$ cat config.mk
export PLATFORM = sky130hd
export DESIGN_NAME = hdlc_nrzi_stuffing_transmitter
export DESIGN_NICKNAME = d
export VERILOG_FILES = /design/src/design/hnst_pkg.sv /design/src/design/hnst_controller.sv /design/src/design/hnst_datapath.sv /design/src/design/hdlc_nrzi_stuffing_transmitter.sv
export VERILOG_INCLUDE_DIRS = /design/src /design/src/design
export SDC_FILE = /design/constraint.sdc
export NUM_CORES = 1
export LEC_CHECK = 0
export ABC_AREA = 1
export BUFFER_PORTS_ARGS = -buffer_cell sky130_fd_sc_hd__clkbuf_2
export CORE_MARGIN = 3
export CORE_UTILIZATION = 40
export DETAILED_ROUTE_END_ITERATION = 7
export PLACE_DENSITY = 0.63
export SYNTH_ARGS = -nofsm -noshare
export SYNTH_HDL_FRONTEND = slang
export SYNTH_HIERARCHICAL = 1
export SYNTH_SLANG_ARGS = --single-unit
$ cat constraint.sdc
create_clock -name clock -period 3.8 [get_ports clock]
set_clock_uncertainty 0.15 [all_clocks]
set_input_delay 0.38 -clock clock [delete_from_list [all_inputs] [get_ports clock]]
set_output_delay 0.38 -clock clock [all_outputs]
set_load 0.02 [all_outputs]
$ cat src/design/hdlc_nrzi_stuffing_transmitter_macros.svh
// Assertion macros used by the transmitter datapath.
// They assume the enclosing module has signals named clock and reset.
`ifndef HDLC_NRZI_STUFFING_TRANSMITTER_MACROS_SVH
`define HDLC_NRZI_STUFFING_TRANSMITTER_MACROS_SVH

// The consequent must hold in the same cycle as the antecedent.
`define HNST_ASSERT_SAME(label, ante, cons) \
   label: assert property (@(posedge clock) disable iff (reset) (ante) |-> (cons)) \
      else $error("hnst assertion failed");

// The consequent must hold in the cycle after the antecedent.
`define HNST_ASSERT_NEXT(label, ante, cons) \
   label: assert property (@(posedge clock) disable iff (reset) (ante) |=> (cons)) \
      else $error("hnst assertion failed");

`endif

$ cat src/design/hnst_pkg.sv
`default_nettype none

package hnst_pkg;

   localparam logic [15:0] CRC_POLY  = 16'h8408;
   localparam logic [15:0] CRC_INIT  = 16'hFFFF;
   localparam logic [2:0]  STUFF_RUN = 3'd5;
   localparam logic [2:0]  RUN_MAX   = 3'd7;
   localparam logic [2:0]  LAST_BIT  = 3'd7;

   typedef struct packed {
      logic [7:0] data_byte;
      logic       is_flag;
      logic       restart_crc;
   } req_type;

   typedef struct packed {
      logic        line_tone;
      logic        stuffed;
      logic        last_symbol;
      logic [15:0] crc_value;
   } rsp_type;

   // Commands from the controller to the datapath.
   typedef struct packed {
      logic load;
      logic emit_data;
      logic emit_stuff;
   } cmd_type;

   // Status from the datapath to the controller.
   typedef struct packed {
      logic out_free;
      logic will_stuff;
      logic last_bit;
      logic stuff_last;
   } status_type;

endpackage

`default_nettype wire

$ cat src/design/hnst_controller.sv
`default_nettype none

module hnst_controller (
   input  wire                 clock,
   input  wire                 reset,
   input  wire                 req_valid,
   output logic                req_stall,
   input  hnst_pkg::status_type status,
   output hnst_pkg::cmd_type   cmd
);

   typedef enum logic [2:0] {
      ST_IDLE  = 3'b001,
      ST_DATA  = 3'b010,
      ST_STUFF = 3'b100
   } ctrl_state_type;

   ctrl_state_type state_ff, state_in;

   assign req_stall = (state_ff != ST_IDLE);

   always_comb begin
      state_in       = state_ff;
      cmd.load       = 1'b0;
      cmd.emit_data  = 1'b0;
      cmd.emit_stuff = 1'b0;
      unique case (state_ff)
         ST_IDLE: begin
            if (req_valid) begin
               cmd.load = 1'b1;
               state_in = ST_DATA;
            end
         end
         ST_DATA: begin
            if (status.out_free) begin
               cmd.emit_data = 1'b1;
               if (status.will_stuff) begin
                  state_in = ST_STUFF;
               end else if (status.last_bit) begin
                  state_in = ST_IDLE;
               end
            end
         end
         ST_STUFF: begin
            if (status.out_free) begin
               cmd.emit_stuff = 1'b1;
               state_in = status.stuff_last ? ST_IDLE : ST_DATA;
            end
         end
         default: state_in = ST_IDLE;
      endcase
   end

   always_ff @(posedge clock) begin
      if (reset) begin
         state_ff <= ST_IDLE;
      end else begin
         state_ff <= state_in;
      end
   end

endmodule

`default_nettype wire

$ cat src/design/hnst_datapath.sv
`default_nettype none

`include "hdlc_nrzi_stuffing_transmitter_macros.svh"

module hnst_datapath (
   input  wire                  clock,
   input  wire                  reset,
   input  hnst_pkg::req_type    req_payload,
   input  hnst_pkg::cmd_type    cmd,
   output hnst_pkg::status_type status,
   output logic                 rsp_valid,
   input  wire                  rsp_stall,
   output hnst_pkg::rsp_type    rsp_payload
);

   logic [7:0]        byte_ff, byte_in;
   logic              flag_ff, flag_in;
   logic [2:0]        idx_ff, idx_in;
   logic [15:0]       crc_ff, crc_in;
   logic              level_ff, level_in;
   logic [2:0]        ones_ff, ones_in;
   logic              rsp_valid_ff, rsp_valid_in;
   hnst_pkg::rsp_type rsp_ff, rsp_in;

   logic        cur_bit;
   logic [2:0]  ones_inc;
   logic [15:0] crc_step;
   logic        data_last;

   assign cur_bit  = byte_ff[0];
   assign ones_inc = (ones_ff == hnst_pkg::RUN_MAX) ? ones_ff : ones_ff + 3'd1;
   assign crc_step = {1'b0, crc_ff[15:1]} ^
                     ((crc_ff[0] != cur_bit) ? hnst_pkg::CRC_POLY : 16'h0000);

   assign status.out_free   = !rsp_valid_ff || !rsp_stall;
   assign status.will_stuff = cur_bit && (ones_inc == hnst_pkg::STUFF_RUN) && !flag_ff;
   assign status.last_bit   = (idx_ff == hnst_pkg::LAST_BIT);
   // The bit index has wrapped to zero only when the stuffing follows the final bit.
   assign status.stuff_last = (idx_ff == 3'd0);

   assign data_last = status.last_bit && !status.will_stuff;

   always_comb begin
      byte_in      = byte_ff;
      flag_in      = flag_ff;
      idx_in       = idx_ff;
      crc_in       = crc_ff;
      level_in     = level_ff;
      ones_in      = ones_ff;
      rsp_in       = rsp_ff;
      rsp_valid_in = rsp_valid_ff && rsp_stall;

      if (cmd.load) begin
         byte_in = req_payload.data_byte;
         flag_in = req_payload.is_flag;
         idx_in  = 3'd0;
         if (req_payload.restart_crc) begin
            crc_in = hnst_pkg::CRC_INIT;
         end
      end

      if (cmd.emit_data) begin
         byte_in  = {1'b0, byte_ff[7:1]};
         idx_in   = idx_ff + 3'd1;
         crc_in   = crc_step;
         level_in = cur_bit ? level_ff : ~level_ff;
         ones_in  = cur_bit ? ones_inc : 3'd0;
         rsp_valid_in       = 1'b1;
         rsp_in.line_tone   = level_in;
         rsp_in.stuffed     = 1'b0;
         rsp_in.last_symbol = data_last;
         rsp_in.crc_value   = data_last ? crc_step : 16'h0000;
      end

      if (cmd.emit_stuff) begin
         level_in = ~level_ff;
         ones_in  = 3'd0;
         rsp_valid_in       = 1'b1;
         rsp_in.line_tone   = ~level_ff;
         rsp_in.stuffed     = 1'b1;
         rsp_in.last_symbol = status.stuff_last;
         rsp_in.crc_value   = status.stuff_last ? crc_ff : 16'h0000;
      end
   end

   always_ff @(posedge clock) begin
      if (reset) begin
         idx_ff       <= 3'd0;
         crc_ff       <= hnst_pkg::CRC_INIT;
         level_ff     <= 1'b1;
         ones_ff      <= 3'd0;
         rsp_valid_ff <= 1'b0;
      end else begin
         idx_ff       <= idx_in;
         crc_ff       <= crc_in;
         level_ff     <= level_in;
         ones_ff      <= ones_in;
         rsp_valid_ff <= rsp_valid_in;
      end
   end

   always_ff @(posedge clock) begin
      byte_ff <= byte_in;
      flag_ff <= flag_in;
      rsp_ff  <= rsp_in;
   end

   assign rsp_valid   = rsp_valid_ff;
   assign rsp_payload = rsp_ff;

   `HNST_ASSERT_SAME(a_stuff_after_five, cmd.emit_stuff, ones_ff == hnst_pkg::STUFF_RUN)
   `HNST_ASSERT_SAME(a_load_at_byte_start, cmd.load, idx_ff == 3'd0)
   `HNST_ASSERT_SAME(a_crc_only_on_last,
                     rsp_valid_ff && !rsp_ff.last_symbol, rsp_ff.crc_value == 16'h0000)
   `HNST_ASSERT_NEXT(a_stuff_toggles, cmd.emit_stuff, rsp_ff.line_tone == !$past(level_ff))

endmodule

`default_nettype wire

$ cat src/design/hdlc_nrzi_stuffing_transmitter.sv
//  Channel  Direction  Handshake            Payload
//  req      in         req_valid/req_stall  hnst_pkg::req_type (byte, flag, crc restart)
//  rsp      out        rsp_valid/rsp_stall  hnst_pkg::rsp_type (one line symbol)
//
//  A byte is taken while idle, then one symbol is produced per cycle while the
//  output register is free, stepped by the bit-index loop.
//  Reset is synchronous: CRC 0xFFFF, line level mark, ones run cleared, output empty.
//  A stall on rsp holds the current symbol and pauses the bit loop; req is stalled
//  until the last symbol of the byte has been produced.
`default_nettype none

module hdlc_nrzi_stuffing_transmitter (
   input  wire               clock,
   input  wire               reset,
   input  wire               req_valid,
   output logic              req_stall,
   input  hnst_pkg::req_type req_payload,
   output logic              rsp_valid,
   input  wire               rsp_stall,
   output hnst_pkg::rsp_type rsp_payload
);

   hnst_pkg::cmd_type    cmd;
   hnst_pkg::status_type status;

   hnst_controller u_controller (
      .clock     (clock),
      .reset     (reset),
      .req_valid (req_valid),
      .req_stall (req_stall),
      .status    (status),
      .cmd       (cmd)
   );

   hnst_datapath u_datapath (
      .clock       (clock),
      .reset       (reset),
      .req_payload (req_payload),
      .cmd         (cmd),
      .status      (status),
      .rsp_valid   (rsp_valid),
      .rsp_stall   (rsp_stall),
      .rsp_payload (rsp_payload)
   );

endmodule

`default_nettype wire

==> metrics, run 1 <==
Sink Count 55; Critical R2R Launch u_controller/state_ff[1]; initial antenna violation count 0; Layout Area Growth over Synthesis 11.84%; total track usage 13.07%; fin area 0.002801 sq mm; Seq cells post-synth 55; PortBufs 34; cts bufs inserted 5; critical path cell sequence inv_1 > nor4_2 > buf_4 > inv_4 > nand2_1 > inv_1 > a21oi_1 > nand2_1; Die Height 85.14 um; Hold EP u_datapath/flag_ff; hold path depth 1; Worst Tran Pin Value 0.8489 ns; post-synthesis sequential area ratio 54.35%; post-CTS resize count 0; Post-Syn Area 0.002505 sq mm; Worst Hold Launch req_payload[1]; WP data arrival 2.58 ns; ys async rst share 0%; Worst-path clk slew 0.09 ns; Final #Nets 342; status complete, no violations; Rows 28; vias in the first global route 1788; Post-DP Area 0.002710 sq mm; Core Region 0.005991 sq mm; Setup crit start kind flop; Tcrit/Tclk final 66.88%; largest net degree at the start of global routing 27; Max rail drop VDD 0.3563 mV; Clock Latency Late Sink 0.30 ns; cell count of the worst reg-to-reg path 8; kind of critical path flop to flop; initial core utilization 41.81%; drt first pass iters 4; Post-DRT Antenna Nets 0; Top delay family on crit path simple AND/OR/NAND/NOR gates; FMAX 393.5 MHz; Post-Route WL 4.523 mm; minimum clock period 2.542 ns; Post-synth EDFFs 26; Layout fillers 594; Critical Path Sink Type flop; slew margin rel. 43.27%; GP Congestion 0.7976; hold slack 0.1047 ns; setup tns final 0 ns; WP data required 3.84 ns; Hold Path Class input pin to flop; n_diodes 0; fin util 46.76%; r2r endpoint u_datapath/level_ff; syn avg cell area 8.638 sq um; CP Buf/Inv Count 4; hold buffers post-CTS 0; drt wl/cell 11.34 um; synth unique cells 31; cell count after synthesis 290; R2R setup slack 1.26 ns; proportion of layout cells with a drive suffix above 1 20.68%; I/O Pins 35; CTS tree done; via count 1891; Hold Vio Cnt, Final 0; Pwr per Cell Area 593.5 mW/mm^2; GR Overflow Total 0; Worst path max stage delay 0.66 ns; post-CTS setup buffer count 0; pins over their slew limit 0; Synth Flop Type dfxtp_1; Syn. warnings 6; maxcap violations 0; CTS root buf clkbuf_8; dpl hpwl 3.174 mm; final setup fails 0; RSZ-0062 raised after global routing false; initial DRC count 90; H-tree depth 2; # DRC 0; CP max stage cell nand2_1; vias per cell 4.739; critical path fanouts, max 26; Die ar. 0.007248 sq mm; DIE WIDTH 85.14 um; first-pass GRT wire length 7.803 mm; Pleak 0.001317 uW; CTS max path bufs 2; synthesized net count 309
[synthesized netlist by cell type (all sizes together) (2+ instances only)]
| master | n | area share, % |
|---|---|---|
| a21oi | 7 | 1.4 |
| buf | 9 | 2.9 |
| clkinv | 2 | 0.35 |
| dfxtp | 29 | 23 |
| edfxtp | 26 | 31 |
| ha | 5 | 2.5 |
| inv | 29 | 4.5 |
| nand2 | 118 | 19 |
| nand3 | 14 | 3.2 |
| nand3b | 2 | 0.60 |
| nor2 | 20 | 4.4 |
| nor3 | 2 | 0.40 |
| o21ai | 9 | 1.8 |
| o22ai | 14 | 3.5 |
[worst reg2reg max path, stage by stage (launching register included)]
cell,delay [ns]
dfxtp_1,0.45
inv_1,0.11
nor4_2,0.25
buf_4,0.28
inv_4,0.16
nand2_1,0.66
inv_1,0.15
a21oi_1,0.16
nand2_1,0.06
[cell families after synthesis]
logic type                 synth area share [%]
AOI/OAI and AO/OA                         6.993
xor gates and xnor gates                 0.3497
adders and majority gates                 2.498
buffers and inverters                     7.792
DFF                                       54.35
and+or+nand+nor                           28.02
[routing by layer]
metal	track usage, %	up-vias	part of all wire, %
li1	-	1005	-
met1	16.64	852	51
met2	22.25	32	45
met3	2.427	2	3.4
met4	4.460	0	0.64
met5	0	-	0
[power breakdown]
| part | internal [uW] | switching (uW) | total [uW] |
|---|---|---|---|
| Combinational | 154 | 355 | 510 |
| Sequential | 761 | 69.0 | 830 |
| Clock | 132 | 190 | 323 |
[worst max path at each step]
stage / end / from / depth (start not counted)
6_report: u_datapath/level_ff / u_controller/state_ff[1] / 8
5_1_grt: u_datapath/level_ff / u_controller/state_ff[1] / 8
4_1_cts: u_datapath/level_ff / u_controller/state_ff[1] / 8
3_5_place_dp: u_datapath/level_ff / rsp_stall / 10
3_3_place_gp: u_datapath/rsp_payload[18] / rsp_stall / 9
2_1_floorplan: u_datapath/rsp_payload[18] / u_datapath/rsp_valid / 8
[cell usage in the layout, fill, tap and decap left out, drive strengths merged]
| cell | n |
|---|---|
| or2 | 1 |
| o22ai | 14 |
| buf | 1 |
| nand3b | 2 |
| o211ai | 1 |
| dfxtp | 29 |
| nor2 | 20 |
| nor4 | 1 |
| nand3 | 14 |
| clkbuf | 39 |
| inv | 30 |
| xor2 | 1 |
| clkinv | 4 |
| o21ai | 9 |
| nand2 | 118 |
| nor3 | 2 |
| edfxtp | 26 |
| a21oi | 7 |
| ha | 5 |
[final cells by class]
cell class | instances | area [sq um] | area share, %
Inverter | 31 | 122.6 | 4.377
Multi-Input combinational cell | 195 | 954.7 | 34.08
Tap cell | 75 | 93.84 | 3.350
Sequential cell | 55 | 1361 | 48.59
Clock buffer | 5 | 68.82 | 2.456
Timing Repair Buffer | 35 | 177.7 | 6.342
Clock inverter | 3 | 22.52 | 0.8039
[per-stage QoR]
stage / power, uW / worst slack, ns / cells
floorplan: 1230 / 1.824 / 290
global placement: 1346 / 1.290 / 391
detailed placement: 1354 / 1.234 / 391
CTS: 1678 / 1.229 / 399
global route: 1776 / 0.9602 / 399
finish: 1663 / 1.258 / 399
[state kept, by name (all words and copies together) (netlist names)]
register and flops:
u_controller/state_ff 3, u_datapath/byte_ff 8, u_datapath/crc_ff 16, u_datapath/flag_ff 1, u_datapath/idx_ff 3, u_datapath/level_ff 1, u_datapath/ones_ff 3, u_datapath/rsp_payload 19
u_datapath/rsp_valid 1
(Power assumes the default switching activity.)
==> run 2, diff against run 1 <==
--- a/config.mk
+++ b/config.mk
@@ -6,12 +6,12 @@
 export SDC_FILE = /design/constraint.sdc
 export NUM_CORES = 1
 export LEC_CHECK = 0
-export ABC_AREA = 1
+export ABC_AREA = 0
 export BUFFER_PORTS_ARGS = -buffer_cell sky130_fd_sc_hd__clkbuf_2
 export CORE_MARGIN = 3
 export CORE_UTILIZATION = 40
 export DETAILED_ROUTE_END_ITERATION = 7
-export PLACE_DENSITY = 0.63
+export PLACE_DENSITY = 0.66
 export SYNTH_ARGS = -nofsm -noshare
 export SYNTH_HDL_FRONTEND = slang
 export SYNTH_HIERARCHICAL = 1
==> constraint.sdc (replaced) <==
create_clock -name clock -period 2.15 [get_ports clock]
set_clock_uncertainty 0.15 [all_clocks]
set_input_delay 0.215 -clock clock [delete_from_list [all_inputs] [get_ports clock]]
set_output_delay 0.215 -clock clock [all_outputs]
set_load 0.02 [all_outputs]
==> run 2 against run 1 <==
Net effect:
- sequential cell count unchanged
- total power increased by 15%
- global-route usage hardly changed
- area after synthesis is 7.5% lower
- register-to-register slack got worse by 1.1 ns
- largest power group unchanged
==> metrics, run 2 <==
RSZ-0062 raised after global routing false; count leader, synth dfxtp_1; Switching Share 24.70% (-12 points); Syn. warnings 6 (unchanged); cell count of the worst reg-to-reg path 5 (-3); vias in the first global route 1507 (-16%); synth cell count leaders dfxtp_1, edfxtp_1, nand2_1; combinational share of power 7.8% (-23 points); dpl hpwl 2.770 mm (-13%); Worst Hold Launch req_payload[4]; Tcrit/Tclk final 91.61% (+25 points); maxcap violations 0 (unchanged); n_diodes 0 (unchanged); max reg flops 19 (unchanged); Internal 1440 uW (+37%); setup tns final 0 ns (unchanged); R2R setup slack 0.18 ns (-1.08 ns); Setup crit start kind flop; final setup fails 0 (unchanged); total track usage 13.10% (+0.034 points); Die ar. 0.006739 sq mm (-7.0%); Hold Path Class input pin to flop; first-pass GRT wire length 6.699 mm (-14%); Critical R2R Launch u_datapath/rsp_valid; Post-synth EDFFs 26 (unchanged); Max rail drop VDD 0.2836 mV (-20%); WP data arrival 2.00 ns (-0.58 ns); r2r endpoint u_datapath/rsp_payload[9]; Post-DP Area 0.002581 sq mm (-4.8%); commonest non-fill, non-tap cell in the layout clkbuf_2; Final #Nets 257 (-25%); Clock Latency Late Sink 0.32 ns (+0.02 ns); FMAX 507.7 MHz (+29%); post-CTS resize count 0 (unchanged); initial core utilization 41.80% (about the same); Post-Syn Area 0.002316 sq mm (-7.5%); proportion of layout cells with a drive suffix above 1 22.59% (+1.9 points); initial antenna violation count 0 (unchanged); syn avg cell area 11.64 sq um (+35%); NetSw 472.4 uW (-23%); cts bufs inserted 5 (unchanged); Post-DRT Antenna Nets 0 (unchanged); Reg area 0.001361 sq mm (unchanged); # DRC 0 (unchanged); Core Region 0.005540 sq mm (-7.5%); Synth Flop Type dfxtp_1; PortBufs 34 (unchanged); cell count after synthesis 199 (-31%); Critical Path Sink Type flop; Rows 27 (-3.6%); Worst Tran Pin Value 0.5929 ns (-0.2560 ns); Setup crit end u_datapath/rsp_payload[9]; post-synthesis sequential area ratio 58.78% (+4.4 points); Pwr per Cell Area 707.9 mW/mm^2 (+19%); via count 1572 (-17%); Worst-path clk slew 0.11 ns (+0.02 ns); DIE WIDTH 82.09 um (-3.6%); kind of critical path flop to flop; largest net degree at the start of global routing 22 (-19%); pins over their slew limit 0 (unchanged); CTS root buf clkbuf_8; Clk pwr share 32.2% (+13 points); Worst Setup SP u_datapath/rsp_valid; status complete, no violations; Seq cells post-synth 55 (unchanged); CTS max path bufs 2 (unchanged); area of the multi-input gates 860.8 sq um (-9.8%); slew margin rel. 60.47% (+17 points); Die Height 82.09 um (-3.6%); sequential share of power 60.1% (+10 points); Pleak 0.001027 uW (-22%); ys async rst share 0% (unchanged); Hold Vio Cnt, Final 0 (unchanged); Layout Area Growth over Synthesis 16.64%; synthesized net count 218 (-29%); GR Overflow Total 0 (unchanged); WP data required 2.18 ns (-1.66 ns); drt wl/cell 12.57 um (+11%); I/O Pins 35 (unchanged); critical path fanouts, max 17 (-35%); minimum clock period 1.970 ns (-0.5720 ns); most area-consuming cells after synthesis edfxtp_1, dfxtp_1, a22o_1; H-tree depth 2 (unchanged); share of the synthesized area in the top cell type 33.71% (+2.5 points); commonest non-fill, non-tap cells in the layout clkbuf_2, dfxtp_1, edfxtp_1; Post-Route WL 3.910 mm (-14%); GP Congestion 0.7659 (-4.0%); fin area 0.002701 sq mm (-3.6%); Layout fillers 534 (-10%); CTS tree done; leading area contributor after synthesis edfxtp_1; drt first pass iters 6 (+2); synth unique cells 43 (+39%); Sink Count 55 (unchanged); initial DRC count 71 (-21%); vias per cell 5.055 (+6.7%)
-- run 2: power groups by stage --
stage | Combinational (uW) | Sequential (uW) | Clock (uW)
5_1_grt | 168 | 1150 | 676
6_report | 149 | 1150 | 615
3_3_place_gp | 147 | 1170 | 0
2_1_floorplan | 79.5 | 1190 | 0
4_1_cts | 151 | 1150 | 644
3_5_place_dp | 148 | 1170 | 0
-- run 2: cell type report --
cell class,instances,share of cell area (%)
Inverter,11,1.528
Tap cell,72,3.335
Clock inverter,3,1.158
Sequential cell,55,50.39
Clock buffer,5,2.547
Timing Repair Buffer,42,9.171
Multi-Input combinational cell,123,31.87
-- run 2: through the flow --
| step | power (uW) | instances | util [%] | setup WS (ns) | hold WS [ns] |
|---|---|---|---|---|---|
| 6_report | 1912 | 311 | 48.76 | 0.1804 | 0.01887 |
| 5_1_grt | 1998 | 311 | 48.76 | 0.004744 | 0.01569 |
| 4_1_cts | 1945 | 311 | 48.76 | 0.1756 | 0.008191 |
| 3_5_place_dp | 1322 | 301 | 46.59 | 0.2055 | 0.2526 |
| 3_3_place_gp | 1321 | 301 | 46.59 | 0.2731 | 0.2492 |
| 2_1_floorplan | 1267 | 199 | - | 0.02217 | 0.1412 |
-- run 2: layer usage --
metal  routed length [um]  global-route usage [%]  vias up  part of all wire (%)
met5                    0                       0        -                     0
met4                   58                   5.150        0                   1.5
met3                  181                   3.688        5                   4.6
met2                 1838                   22.78       36                    47
met1                 1832                   15.20      726                    47
li1                     -                       -      805                     -
-- run 2: worst min-delay path by stage --
stage                               end  slack [ns]  cells past startpoint
2_1_floorplan  u_controller/state_ff[2]        0.14                      1
6_report          u_datapath/byte_ff[2]        0.02                      2
5_1_grt           u_datapath/byte_ff[5]        0.02                      2
4_1_cts           u_datapath/byte_ff[2]       0.008                      2
3_3_place_gp         u_datapath/flag_ff        0.25                      1
3_5_place_dp         u_datapath/flag_ff        0.25                      1
-- run 2: logic make-up (layout without fill, tap and decap cells) --
| logic type | after synthesis | in the layout | share of synthesized area [%] |
|---|---|---|---|
| flops | 55 | 55 | 58.78 |
| compound gates | 51 | 51 | 16.96 |
| xor+xnor | 5 | 5 | 1.891 |
| fa+ha+maj | 5 | 5 | 2.701 |
| buf+inv | 21 | 61 | 4.052 |
| mux | 10 | 10 | 4.700 |
| simple gates | 52 | 52 | 10.91 |
-- run 2: critical path, cell delays in order, from the launching register on --
cell	delay, ns
dfxtp_1	0.32
nand2_1	0.07
or2b_1	0.24
nor2_1	0.25
and2_1	0.56
a22o_1	0.24
-- run 2: what timing repair did --
action,4_1_cts,5_1_grt
hold endpoints to repair,2,0
hold buffers,2,0
setup buffers,0,0
